===== config.mk =====
export PLATFORM = sky130hd
export DESIGN_NAME = bm3_window
export DESIGN_NICKNAME = d
export VERILOG_FILES = /design/src/hw/rtl/bm3_pkg.sv /design/src/hw/rtl/bm3_window.sv
export SDC_FILE = /design/constraint.sdc
export NUM_CORES = 1
export LEC_CHECK = 0
export ABC_AREA = 1
export BUFFER_PORTS_ARGS = -buffer_cell sky130_fd_sc_hd__buf_2
export CORE_ASPECT_RATIO = 0.7
export CORE_MARGIN = 1.5
export CORE_UTILIZATION = 40
export CTS_CLUSTER_SIZE = 14
export DETAILED_ROUTE_END_ITERATION = 8
export GPL_ROUTABILITY_DRIVEN = 1
export PLACE_DENSITY = 0.6
export SKIP_LAST_GASP = 1
export SLEW_MARGIN = 40
export SYNTH_ARGS = -nofsm -noshare
export SYNTH_HDL_FRONTEND = slang
export SYNTH_SLANG_ARGS = --single-unit

===== constraint.sdc =====
create_clock -name clk -period 6.8 [get_ports clk]
set_input_delay 0.34 -clock clk [delete_from_list [all_inputs] [get_ports clk]]
set_output_delay 0.34 -clock clk [all_outputs]
set_load 0.005 [all_outputs]

===== src/hw/rtl/bm3_pkg.sv =====
// Shared types and constants for the 3x3 binary morphology block.
// Used by bm3_window and binary_morphology_3x3; no dependencies.
package bm3_pkg;

  localparam int MAX_WIDTH  = 1024;
  localparam int MAX_HEIGHT = 1024;

  localparam int PIX_W  = 24;
  localparam int DIM_W  = 11;
  localparam int ADDR_W = (MAX_WIDTH > 1) ? $clog2(MAX_WIDTH) : 1;
  localparam int ROW_W  = DIM_W;
  // position arithmetic width: holds any column, row, dimension and dimension + 1
  localparam int POS_W  = ((ADDR_W > DIM_W) ? ADDR_W : DIM_W) + 2;

  localparam logic [PIX_W-1:0] WHITE = 24'hFFFFFF;
  localparam logic [PIX_W-1:0] BLACK = 24'h000000;

  localparam logic [DIM_W-1:0] WIDTH_RESET  = DIM_W'(710);
  localparam logic [DIM_W-1:0] HEIGHT_RESET = DIM_W'(600);

  typedef enum logic [1:0] {
    CFG_MODE   = 2'd0,
    CFG_WIDTH  = 2'd1,
    CFG_HEIGHT = 2'd2
  } bm3_cfg_t;

  // per-item control that travels with the row-store read
  typedef struct packed {
    logic have;   // item completes a window centre
    logic last;   // centre is the last pixel of the frame
    logic top;    // centre on first row
    logic bot;    // centre on last row
    logic lft;    // centre in first column
    logic rgt;    // centre in last column
  } bm3_ctl_t;

  function automatic logic [DIM_W-1:0] clamp_dim(input logic [DIM_W-1:0] v,
                                                 input logic [POS_W-1:0] hi);
    logic [DIM_W-1:0] r;
    if (v == '0) begin
      r = DIM_W'(1);
    end else if (POS_W'(v) > hi) begin
      r = DIM_W'(hi);
    end else begin
      r = v;
    end
    return r;
  endfunction

endpackage


===== src/hw/rtl/bm3_window.sv =====
// 3x3 window registers and the masked white/black match for the centre pixel.
// Depends on bm3_pkg.
module bm3_window (
  input  logic                         clk,
  input  logic                         rst,
  input  logic                         shift,
  input  logic [bm3_pkg::PIX_W-1:0]    up,
  input  logic [bm3_pkg::PIX_W-1:0]    mid,
  input  logic [bm3_pkg::PIX_W-1:0]    x,
  input  logic                         mode,
  input  bm3_pkg::bm3_ctl_t            ctl,
  output logic [bm3_pkg::PIX_W-1:0]    result
);

  logic [bm3_pkg::PIX_W-1:0] win      [9];
  logic [bm3_pkg::PIX_W-1:0] win_next [9];
  logic [bm3_pkg::PIX_W-1:0] target;
  logic                      hit;

  always_comb begin
    for (int r = 0; r < 3; r++) begin
      win_next[r*3]     = win[r*3 + 1];
      win_next[r*3 + 1] = win[r*3 + 2];
    end
    win_next[2] = up;
    win_next[5] = mid;
    win_next[8] = x;
  end

  // compare against the window as it stands after this shift
  always_comb begin
    target = mode ? bm3_pkg::BLACK : bm3_pkg::WHITE;
    hit    = 1'b0;
    for (int r = 0; r < 3; r++) begin
      for (int c = 0; c < 3; c++) begin
        if (!((r == 0 && ctl.top) || (r == 2 && ctl.bot) ||
              (c == 0 && ctl.lft) || (c == 2 && ctl.rgt)) &&
            win_next[r*3 + c] == target) begin
          hit = 1'b1;
        end
      end
    end
    result = hit ? target : win_next[4];
  end

  always_ff @(posedge clk) begin
    if (rst) begin
      for (int i = 0; i < 9; i++) begin
        win[i] <= '0;
      end
    end else if (shift) begin
      for (int i = 0; i < 9; i++) begin
        win[i] <= win_next[i];
      end
    end
  end

endmodule

After elaboration in Yosys (flattened, before gate mapping)
Memories as Yosys holds them, arrays and structs flattened.
Cells that the tools add are included.
- eq/ne operators: 9
- muxes and demuxes: 25
- bitwise gates (word level): 9
- reductions and logical operators: 20
- operators by type and width (kind ; number):
    $mux W24 ; 11
    $eq A24 B24 Y1 ; 9
    $mux W1 ; 14
    $or A1 B1 Y1 ; 9
    $logic_and A1 B1 Y1 ; 8
    $logic_not A1 Y1 ; 8
    $logic_or A1 B1 Y1 ; 4
- register bits after elaboration: 0
- memory bits (writable): 216
- input bits: 82
- output and inout bits: 24
- logic and storage cells: 64
- memories kept: 1
- memories (name ; depth ; bits a word ; rd ports ; clocked after Yosys merged registers in ; wr ports ; line ; RTL):
    win ; 9 ; 24 ; 6 ; 0 ; 9 ; bm3_window.sv:15 ; logic [bm3_pkg::PIX_W-1:0] win [9];

Logic depth before layout (Yosys ltp)
- depth in word-level cells: 13
- depth in mapped cells: 15
- gate-level depth less buffers: 13

Least setup slack after synthesis
No wires, ideal clock.
- kind: in2reg
- start point: input rst
- end point: memory win[1][0] (netlist bit), enable pin
- library setup time: 0.443 ns
- arrival: 2.111 ns
- required time: 6.357 ns
- setup slack: 4.246 ns
- cell stages on the path: 1
- buffers on the path: 0
- path through: or2_2
- RTL lines (element ; line ; RTL):
    from (decl) ; bm3_window.sv:5 ; input logic rst,
    to (decl) ; bm3_window.sv:15 ;

Worst setup path in the final report
- start point: input mode
- end point: output result[23] (netlist bit)
- cells in the longest elaborated chain, start to end: 13
- elaborated cells between the ends (all ways): 28
- those cells by class: eq/ne: 9; mux: 11; reduce/logical: 8
- ends and longest elaborated chain (element ; line ; RTL):
    from (decl) ; bm3_window.sv:10 ; input logic mode,
    $mux W24 (*) ; bm3_window.sv:32 ; target = mode ? bm3_pkg::BLACK : bm3_pkg::WHITE;
    $eq A24 B24 Y1 ; bm3_window.sv:38 ; win_next[r*3 + c] == target) begin
    $logic_and A1 B1 Y1 ; bm3_window.sv:37 ; (c == 0 && ctl.lft) || (c == 2 && ctl.rgt)) &&
    $mux W1 (9 in series) ; bm3_window.sv:36 ; if (!((r == 0 && ctl.top) || (r == 2 && ctl.bot) ||
    $mux W24 (*) ; bm3_window.sv:43 ; result = hit ? target : win_next[4];
    to (decl) ; bm3_window.sv:12 ; output logic [bm3_pkg::PIX_W-1:0] result
Every way passes the cells marked *; elsewhere a longest branch is shown, timed or not.

==> metrics.csv <==
metric;value;unit
fin_nets;1084;
cts-root-buf;clkbuf_16;
syn_area_per_cell;8.34;sq um
viasPerCell;4.50;
placed_cells;1218;
drt-initial-drc-count;324;
final_max_slew_viol_count;0;
drt_first_pass_iters;5;
die_height;118;um
r2r_start;win[5][0];
cts_tree;yes;
synth_edf_count;144;
grt_max_degree;87;
final.setup.tns;0;ns
hold_viol;0;
max_slew_margin;48.7;%
grt_first_pass_wirelength;25900;um
dieArea;19700;sq um
clk_latency;0.43;ns
status;completed;
synthDistinctLibCells;24;
ctsHoldBuffers;0;
clock-sinks;144;
critPathLaunchType;input pin;
clk_pin_slew;0.06;ns
drcViolationCount;0;
dominantRegCellSynth;edfxtp_1;
ff_latch_area;4320;sq um
flow.area_growth_from_synthesis;17.3;%
ctsResizeCount;0;
maxCapViolations;0;
ant_nets;0;
largest_register;win;
synthTopCellsByCount;nor2_1, nand2_1, inv_1;
track_usage;16.8;%
die_w;167;um
required;6.46;ns
num_vias;5626;
floorplan.io_pins;106;
yosys.area.top_type;edfxtp_1;
routed_wl;15300;um
diodes;0;
postCtsSetupRepairBufs;0;
rsz0062_at_grt;no;
synth_cells;904;
cp_max_fo;38;
htree_levels;4;
port-buffer-count;103;
post-route-period-util;48.8;%
synth_most_common_cell;nor2_1;
yosysSeqAreaShare;57.4;%
multi_input_area;2480;sq um
tightest_slew;0.770;ns
powerDensity;251;nW/um^2
r2r_cells;2;
gp_congestion;0.756;
ys_seq_elements;144;
synth_top_area_share;57.4;%
hp-class;in2reg;
core;18200;sq um
fillCellCount;1759;
crit_arrival;2.98;ns
p_leak;0.00419;uW
grt_pass1_vias;5315;
max_freq;301;MHz
finClkSkew;0.00684;ns
r2r_end;win[4][0];
cp-startpoint;mode;
layout.cells.non_filler;1251;
synth_nets;986;
netlist_area;7540;sq um
largest_reg_flops;144;
reg_top3;win x144;
wl_per_cell;12.2;um
reg2reg_slack;5.90;ns
ir_drop;0.131;mV
cts_buffers;17;
fin_crit;3.32;ns
crit_end;result[23];
antenna_found_initial;0;
crit_path_end_kind;output port;
start_util;41.4;%
row_count;41;
synthTopCellsByArea;edfxtp_1, nor2_1, nand2_1;
synthArstFlopShare;0;%
hpwl;10600;um
final_area;8840;sq um
min_path_cells;3;
overflow;0;
worstSetupPathType;in2out;
cts_buffer_depth;2;
drive_gt1_share;16.5;%
ys_warn_count;0;
setup_viol;0;
dpl_cell_area;8220;sq um
layer usage:
layer  vias to the layer above  global-route usage, %  routed length, um
met5                         -                      0                  0
met4                         0                   4.49                158
met3                        17                   4.67                807
met2                       111                   25.2               6580
met1                      2445                   23.8               7710
li1                       3053                      -                  -
power breakdown:
part / internal, uW / total [uW] / switching (uW)
sequential: 1050 / 1090 / 40.1
combinational: 73.6 / 196 / 122
clock: 575 / 931 / 357
total: 1700 / 2220 / 519
worst min-delay path by stage:
stage	start	to	slack (ns)
finish	x[18]	win[8][18]	0.24
global route	x[18]	win[8][18]	0.23
CTS	up[1]	win[2][1]	0.23
detailed placement	win[8][16]	win[7][16]	0.57
global placement	win[8][16]	win[7][16]	0.57
floorplan	win[2][16]	win[1][16]	0.54
worst max-delay path, cell delays in order:
cell and delay [ns]:
buf_2 0.08, buf_4 0.39, inv_2 0.33, nand4_1 0.20, nand2_1 0.08, nand3_1 0.10, o21ai_1 0.11, a21oi_4 0.54
nand3_2 0.17, nand2_4 0.34, nand2_1 0.11, buf_2 0.15
stage by stage:
stage,worst slack [ns],power (uW),hold slack [ns],utilization [%]
floorplan,4.25,1220,0.542,-
global placement,3.52,1300,0.569,45.1
detailed placement,3.45,1300,0.567,45.2
CTS,3.43,2230,0.225,48.4
global route,3.21,2320,0.234,48.5
finish,3.48,2220,0.242,48.5
logic make-up (layout without fill, tap and decap cells):
logic type             count (synthesis)  in the layout  synth area share [%]
AND/OR/NAND/NOR                      571            571                  32.2
AO/OA/AOI/OAI                          5              5                 0.531
flip-flops                           144            144                  57.4
buffers and inverters                184            295                  9.88
placed cells by master (no fill, tap or decap), types with 2 or more instances in the layout:
master,synthesis,layout
o21ai_1,2,2
clkinvlp_4,0,2
clkinv_2,0,2
nand2_2,22,22
nand2_1,158,157
and3_1,6,6
inv_1,155,155
nand4_1,43,43
nand3_2,2,2
clkinv_1,0,2
nor2_1,277,277
buf_2,4,103
buf_4,1,2
nand2_4,1,2
bufinv_16,0,3
clkbuf_16,0,17
nor3_1,34,34
clkinv_4,0,4
nand3_1,25,25
edfxtp_1,144,144
cell type report:
type / count / share of cell area [%]
clock inverters: 14 / 1.88
repair buffers: 107 / 6.36
inverters: 156 / 6.62
multi-input cells: 576 / 28.0
clock buffers: 18 / 4.85
well taps: 236 / 3.34
flip-flops and latches: 144 / 48.9
(Power assumes the default switching activity.)
