--- config.mk ---
export PLATFORM = sky130hd
export DESIGN_NAME = bm3_ram
export DESIGN_NICKNAME = d
export VERILOG_FILES = /design/src/hw/rtl/bm3_ram.sv
export SDC_FILE = /design/constraint.sdc
export NUM_CORES = 1
export LEC_CHECK = 0
export BUFFER_PORTS_ARGS = -buffer_cell sky130_fd_sc_hd__buf_2
export CAP_MARGIN = 40
export CELL_PAD_IN_SITES_DETAIL_PLACEMENT = 0
export CELL_PAD_IN_SITES_GLOBAL_PLACEMENT = 1
export CORE_MARGIN = 2
export CORE_UTILIZATION = 45
export DETAILED_ROUTE_END_ITERATION = 10
export PLACE_DENSITY_LB_ADDON = 0.1
export SYNTH_ARGS = -nofsm -noshare
export SYNTH_HDL_FRONTEND = slang
export SYNTH_SLANG_ARGS = --single-unit
--- constraint.sdc ---
create_clock -name clk -period 4.9 [get_ports clk]
set_input_delay 0.98 -clock clk [delete_from_list [all_inputs] [get_ports clk]]
set_output_delay 0.98 -clock clk [all_outputs]
set_load 0.005 [all_outputs]
--- src/hw/rtl/bm3_ram.sv ---
// Generic single-write, single-read synchronous RAM with registered read data.
// No dependencies.
module bm3_ram #(
  parameter int WIDTH = 8,
  parameter int DEPTH = 16
) (
  input  logic                                     clk,
  input  logic                                     we,
  input  logic [((DEPTH > 1) ? $clog2(DEPTH) : 1)-1:0] waddr,
  input  logic [WIDTH-1:0]                         wdata,
  input  logic                                     re,
  input  logic [((DEPTH > 1) ? $clog2(DEPTH) : 1)-1:0] raddr,
  output logic [WIDTH-1:0]                         rdata
);

  logic [WIDTH-1:0] mem [DEPTH];

  always_ff @(posedge clk) begin
    if (we) begin
      mem[waddr] <= wdata;
    end
    if (re) begin
      rdata <= mem[raddr];
    end
  end

endmodule

; ---- After elaboration in Yosys (flattened, before gate mapping)
; Memory sizes are Yosys's and may differ from the RTL's. A register that Yosys moved wholly into a read port is not among the register bits.
; Index checks and enable logic that the tools add are counted.
[word_totals]
reg_bits = 0
ram_bits = 128
word_cells = 3
n_memories = 1
[classes]
n_mux = 2
[mem_list]
columns = name, depth, word_bits, read_ports, rd_ports_with_merged_regs, write_ports, line
row1 = mem, 16, 8, 1, 1, 1, 16  ; logic [WIDTH-1:0] mem [DEPTH];
[op_table]
columns = op, count
row1 = 1-bit 2-to-1 mux, 2

; ---- Longest topological paths before layout
; Gate-level depths: netlist of run 1.
[depth]
word_depth = 2
depth_mapped = 5
ltp_nobuf = 3

; ---- Worst setup path before layout of run 1
; Ideal clock, no wire load.
[synth_timing]
kind = input to register
start = in waddr[2] in the netlist's numbering
end = mem mem[0][0], enable pin
setup_time_ns = 0.383
t_arrival_ns = 2.090
t_required_ns = 4.517
path_slack_ns = 2.427
path_stages = 2
path_cell_list = or3b_2 > nor3_1
[synth_rtl]
columns = element, line
row1 = start: declaration, 9  ; input logic [((DEPTH > 1) ? $clog2(DEPTH) : 1)-1:0] waddr,
row2 = end: declaration, 16
; Straight into the memory's write port.

==> run_results.csv, run 1 <==
group,metric,value,unit
outcome,outcome,"completed",
finish,areaGrowthSynthToFinish,18.4,%
worst_setup_path,crit_required,5.05,ns
worst_setup_path,crit_path_max_fanout,14,
sta,fin_crit_sh,0.514,
floorplanning,io_pins,27,
sta,period_needed,2.52,ns
global_routing,grt_pass1_vias,2463,
clocking,postCtsHoldBufs,0,
global_routing,antenna_found_initial,0,
route,avgViaCountPerCell,5.50,
floorplanning,rows,39,
clocking,cts_num_sinks,136,
finish,nNetsFinal,301,
placed_design,dpl-instance-area,5610,µm²
worst_setup_path,cp-startpoint,"raddr[0]",
worst_setup_path,r2r_start,"mem[1][3]$_DFFE_PP_",
power_and_ir_drop,sw_frac_of_total,0.197,
logic_synthesis,yosys-top-cells-area,"edfxtp_1 (78%), mux4_2 (7.8%), mux4_1 (7.0%)",
logic_synthesis,synth-seq-cells,136,
floorplanning,die_h,112,µm
job,max_cap_viol_count,0,
power_and_ir_drop,peakVddDrop,202,µV
clocking,post-cts-setup-buffers,0,
logic_synthesis,synth_top_area_share,0.781,
sta,drv_slew,0,
sta,max_freq,0.397,GHz
global_routing,gr-total-overflow,0,
logic_synthesis,synth_top_cell_by_area,"edfxtp_1",
worst_setup_path,cp-end-kind,"flop",
power_and_ir_drop,switching_power,527,µW
worst_setup_path,startpoint_type,"input pin",
finish,fin_area,6190,µm²
logic_synthesis,syn_area_per_cell,22.8,µm²
global_routing,track_usage,0.179,
worst_setup_path,critPathKind,"input pin to flop",
route,via_count,2408,
placed_design,portBuffers,26,
sta,skew,0.00620,ns
hold_path,min_path_cells,3,
finish,fillers,889,
sta,setup_viol,0,
floorplanning,initial_core_util,0.460,
worst_setup_path,critPathCapture,"rdata[2]$_DFFE_PP_",
sta,hold_viol,0,
floorplanning,die_width,112,µm
clocking,clockBufferDepth,2,
clocking,root_buffer,"clkbuf_16",
floorplanning,core,11400,µm²
clocking,cts_tree,"yes",
power_and_ir_drop,seqPwrFrac,0.492,
logic_synthesis,ys_types,18,
clocking,htree_levels,4,
worst_setup_path,reg2reg_depth,3,
worst_setup_path,crit_arrival,2.67,ns
power_and_ir_drop,p_clk_frac,0.464,
logic_synthesis,ys_seq_area_frac,0.781,
logic_synthesis,syn_area,5230,µm²
clocking,clk-insertion-delay-late,0.41,ns
sta,setup_tns,0,ns
route,drt-pass1-iter-count,4,
power_and_ir_drop,p_int,2150,µW
logic_synthesis,syn_inst,229,
route,routed_wl,10300,µm
placed_design,gp_congestion,0.696,
finish,drive_gt1_frac,0.315,
finish,antenna_cells,0,
hold_path,hold_path_class,"flop to flop",
route,antenna_left,0,
sta,worstMarginPinSlew,0.871,ns
route,drc,0,
sta,relSlewSlack,0.419,
finish,final_common_cell,"edfxtp_1",
global_routing,grt_max_degree,33,
logic_synthesis,yosys_warnings,0,
power_and_ir_drop,p_comb_frac,0.045,
worst_setup_path,reg2reg_to,"rdata[3]$_DFFE_PP_",
route,wl_per_cell,23.5,µm
placed_design,place_hpwl,6720,µm
clocking,cts_buffers,17,
clocking,clkSlewWorstSetupHoldPaths,0.05,ns
sta,rsz0062_at_grt,"no",
logic_synthesis,syn_nets,248,
floorplanning,design.die.area,12500,µm²
power_and_ir_drop,power.leakage,0.00210,µW
clocking,ctsResizeCount,0,
global_routing,grt_pass1_wl,15600,µm
route,drtIter0Drc,142,
power_and_ir_drop,p_total,2680,µW
finish,final_cell_mix,"edfxtp_1 (136), buf_2 (26), mux4_2 (18), clkbuf_16 (17), buf_4 (17)",
power_and_ir_drop,power_density,433,nW/µm²
worst_setup_path,reg2reg_slack,3.37,ns
==> how the worst min path moves through the flow <==
stage / endpoint / startpoint
2_1_floorplan: rdata[0]$_DFFE_PP_ / mem[7][0]$_DFFE_PP_
3_3_place_gp: rdata[3]$_DFFE_PP_ / mem[11][3]$_DFFE_PP_
3_5_place_dp: rdata[5]$_DFFE_PP_ / mem[14][5]$_DFFE_PP_
4_1_cts: rdata[5]$_DFFE_PP_ / mem[14][5]$_DFFE_PP_
5_1_grt: rdata[2]$_DFFE_PP_ / mem[15][2]$_DFFE_PP_
6_report: rdata[6]$_DFFE_PP_ / mem[14][6]$_DFFE_PP_
==> state kept, by name, summed over array words and instances, names as in the netlist <==
register  count
rdata         8
mem         128
==> metrics by stage <==
step           hold WS (ns)  instances   util  worst slack, ns
6_report              0.743        438  0.545             2.38
5_1_grt               0.761        438  0.545             2.23
4_1_cts               0.744        438  0.545             2.38
3_5_place_dp          0.733        406  0.493             1.94
3_3_place_gp          0.729        393  0.483             1.73
2_1_floorplan         0.705        229      -             2.43
==> metal layers <==
metal  part of all wire  global-route usage  routed length [µm]
met5                  0                   0                   0
met3              0.043              0.0506                 445
met1               0.47               0.251                4840
met2               0.48               0.275                4970
met4             0.0054              0.0617                  56
==> power by group through the flow <==
stage / combinational, µW / sequential (µW) / clock (µW)
after floorplan: 66.1 / 1340 / 0
after global placement: 115 / 1340 / 0
after detailed placement: 122 / 1340 / 0
after CTS: 122 / 1320 / 1260
after global routing: 131 / 1320 / 1320
final: 120 / 1320 / 1240
==> synth_stat cells <==
library cell / number
nand3b_1: 2
buf_4: 1
nand2_1: 9
mux4_1: 14
buf_2: 3
a22oi_1: 16
nor3_1: 4
edfxtp_1: 136
nor2_1: 13
and2b_1: 1
buf_6: 3
clkdlybuf4s25_2: 3
mux4_2: 18
nor2b_1: 1
or3b_2: 1
and2_1: 1
nand2b_1: 2
nand3_1: 1
==> worst max-delay path, stage by stage <==
cell and delay [ns]:
buf_2 0.40, buf_16 0.23, buf_4 0.21, mux4_1 0.56, a22oi_1 0.20, nand2_1 0.07
==> cells by family (layout without fill, tap and decap cells) <==
group,count (synthesis),count (layout),share of synthesized area
AOI/OAI and AO/OA,16,16,0.0230
buffers and inverters,10,76,0.0165
DFF,136,136,0.781
muxes,32,32,0.148
and+or+nand+nor,35,35,0.0314
==> area by class of cell <==
cell class / count / area (µm²) / share of cell area
Clock buffer: 17 / 425 / 0.0687
Clock inverter: 15 / 160 / 0.0259
Multi-Input combinational cell: 83 / 1060 / 0.171
Sequential cell: 136 / 4080 / 0.660
Tap cell: 143 / 179 / 0.0289
Timing Repair Buffer: 44 / 285 / 0.0461
No activity file was read; power rests on OpenSTA's default activity.
==> run 2: changes to the inputs <==
==> constraint.sdc (replaced) <==
create_clock -name clk -period 2.2 [get_ports clk]
set_input_delay 0.44 -clock clk [delete_from_list [all_inputs] [get_ports clk]]
set_output_delay 0.44 -clock clk [all_outputs]
set_load 0.005 [all_outputs]
==> run 2 against run 1 <==
  * First-iteration DRC count grew 15%
  * Register-to-register slack worse by 2.7 ns
  * Critical path depth shrank 1
  * Wire length fell by 3.7%
  * Final cell count rose by 1.1%
  * Highest routed layer unchanged
  * Sequential share of layout area is 0.59 points lower
  * Largest cell class unchanged
  * Largest power group unchanged
  * Clock skew is 0.0022 ns lower
  * Clock-buffer cell count grew 3
  * Worst setup slack worse by 1.8 ns
  * Die area unchanged
==> run_results.csv, run 2 (synthesis gave the netlist of run 1 again) <==
group,metric,value,unit
outcome,outcome,"completed",
floorplanning,design.die.area,12500,µm²
global_routing,grt_pass1_vias,2520,
finish,areaGrowthSynthToFinish,19.5,%
finish,regMostFlops,"mem",
finish,fin_area,6250,µm²
worst_setup_path,crit_path_max_fanout,10,
finish,largest_reg_flops,128,
route,antenna_left,0,
sta,hold_viol,0,
global_routing,grt_pass1_wl,15300,µm
floorplanning,io_pins,27,
placed_design,gp_congestion,0.752,
power_and_ir_drop,peakVddDrop,410,µV
floorplanning,die_h,112,µm
clocking,ctsResizeCount,0,
route,wl_per_cell,22.4,µm
sta,period_needed,1.63,ns
route,via_count,2413,
sta,setup_tns,0,ns
finish,fillers,846,
floorplanning,die_width,112,µm
placed_design,dpl-instance-area,5660,µm²
sta,drv_slew,0,
finish,finish.utilization,0.549,
worst_setup_path,reg2reg_slack,0.70,ns
floorplanning,rows,39,
worst_setup_path,crit_arrival,1.78,ns
route,drt-pass1-iter-count,4,
clocking,clkSlewWorstSetupHoldPaths,0.06,ns
hold_path,hold_path_class,"input pin to flop",
floorplanning,core,11400,µm²
finish,drive_gt1_frac,0.317,
clocking,cts_buffers,17,
worst_setup_path,crit_required,2.35,ns
worst_setup_path,startpoint_type,"input pin",
clocking,clk-insertion-delay-late,0.40,ns
finish,nNetsFinal,307,
hold_path,min_path_cells,1,
power_and_ir_drop,power_density,968,nW/µm²
route,drc,0,
sta,setup_viol,0,
sta,relSlewSlack,0.717,
placed_design,portBuffers,26,
floorplanning,initial_core_util,0.460,
global_routing,gr-total-overflow,0,
worst_setup_path,critPathKind,"input pin to flop",
clocking,postCtsHoldBufs,0,
clocking,cts_tree,"yes",
finish,final_common_cell,"edfxtp_1",
route,drtIter0Drc,163,
route,avgViaCountPerCell,5.45,
global_routing,grt_max_degree,31,
finish,top_regs,"mem (128), rdata (8)",
clocking,clockBufferDepth,2,
sta,skew,0.00397,ns
sta,fin_crit_sh,0.740,
power_and_ir_drop,power.leakage,0.00213,µW
worst_setup_path,reg2reg_depth,3,
finish,antenna_cells,0,
job,max_cap_viol_count,0,
clocking,root_buffer,"clkbuf_16",
sta,max_freq,0.614,GHz
clocking,post-cts-setup-buffers,0,
sta,rsz0062_at_grt,"no",
global_routing,track_usage,0.174,
route,routed_wl,9920,µm
sta,worstMarginPinSlew,0.424,ns
finish,final_cell_mix,"edfxtp_1 (136), buf_2 (26), buf_4 (22), mux4_2 (18), clkbuf_16 (17)",
worst_setup_path,cp-end-kind,"flop",
clocking,cts_num_sinks,136,
global_routing,antenna_found_initial,0,
placed_design,place_hpwl,6460,µm
clocking,htree_levels,4,
[run 2: cell types whose count changed in the layout (fill, tap and decap cells not counted), moves of 2 or more]
cell      change
buf_12        +2
clkinv_2      -2
buf_4         +5
clkinv_4      -2
clkbuf_1      +3
[run 2: through the flow]
| stage | hold slack (ns) | total power (µW) | std cells | worst slack (ns) |
|---|---|---|---|---|
| after floorplan | 0.539 | 3130 | 229 | 0.267 |
| after global routing | 0.405 | 6260 | 443 | 0.517 |
| final | 0.422 | 6040 | 443 | 0.571 |
| after CTS | 0.405 | 6110 | 443 | 0.574 |
| after global placement | 0.730 | 3260 | 412 | 0.131 |
| after detailed placement | 0.737 | 3260 | 412 | 0.143 |
[run 2: power breakdown]
| part | switching [µW] | leakage, µW | internal, µW | total, µW |
|---|---|---|---|---|
| clock | 967 | 0.000288 | 1870 | 2840 |
| sequential | 14.5 | 0.00124 | 2920 | 2940 |
| combinational | 151 | 0.000609 | 119 | 270 |
| total | 1130 | 0.00213 | 4910 | 6040 |
[run 2: layer usage]
layer  share of wire  global-route usage
met1            0.46               0.240
met2            0.49               0.269
met3           0.046              0.0484
met4          0.0055              0.0593
met5               0                   0
[run 2: cell type report]
cell class	count	area [µm²]	share of cell area
clock buffers	20	437	0.0699
repair buffers	50	335	0.0537
multi-input cells	83	1060	0.169
clock inverters	11	155	0.0248
flip-flops and latches	136	4080	0.654
well taps	143	179	0.0286
[run 2: path summary, 6_finish.rpt]
path,from,endpoint
max,raddr[0],rdata[1]$_DFFE_PP_
min reg2reg,mem[8][1]$_DFFE_PP_,rdata[1]$_DFFE_PP_
max reg2reg,mem[4][1]$_DFFE_PP_,rdata[1]$_DFFE_PP_
min,re,rdata[5]$_DFFE_PP_
[run 2: critical path: stages]
cell     delay [ns]
buf_2          0.13
buf_4          0.23
mux4_1         0.57
a22oi_1        0.32
nand2_1        0.08
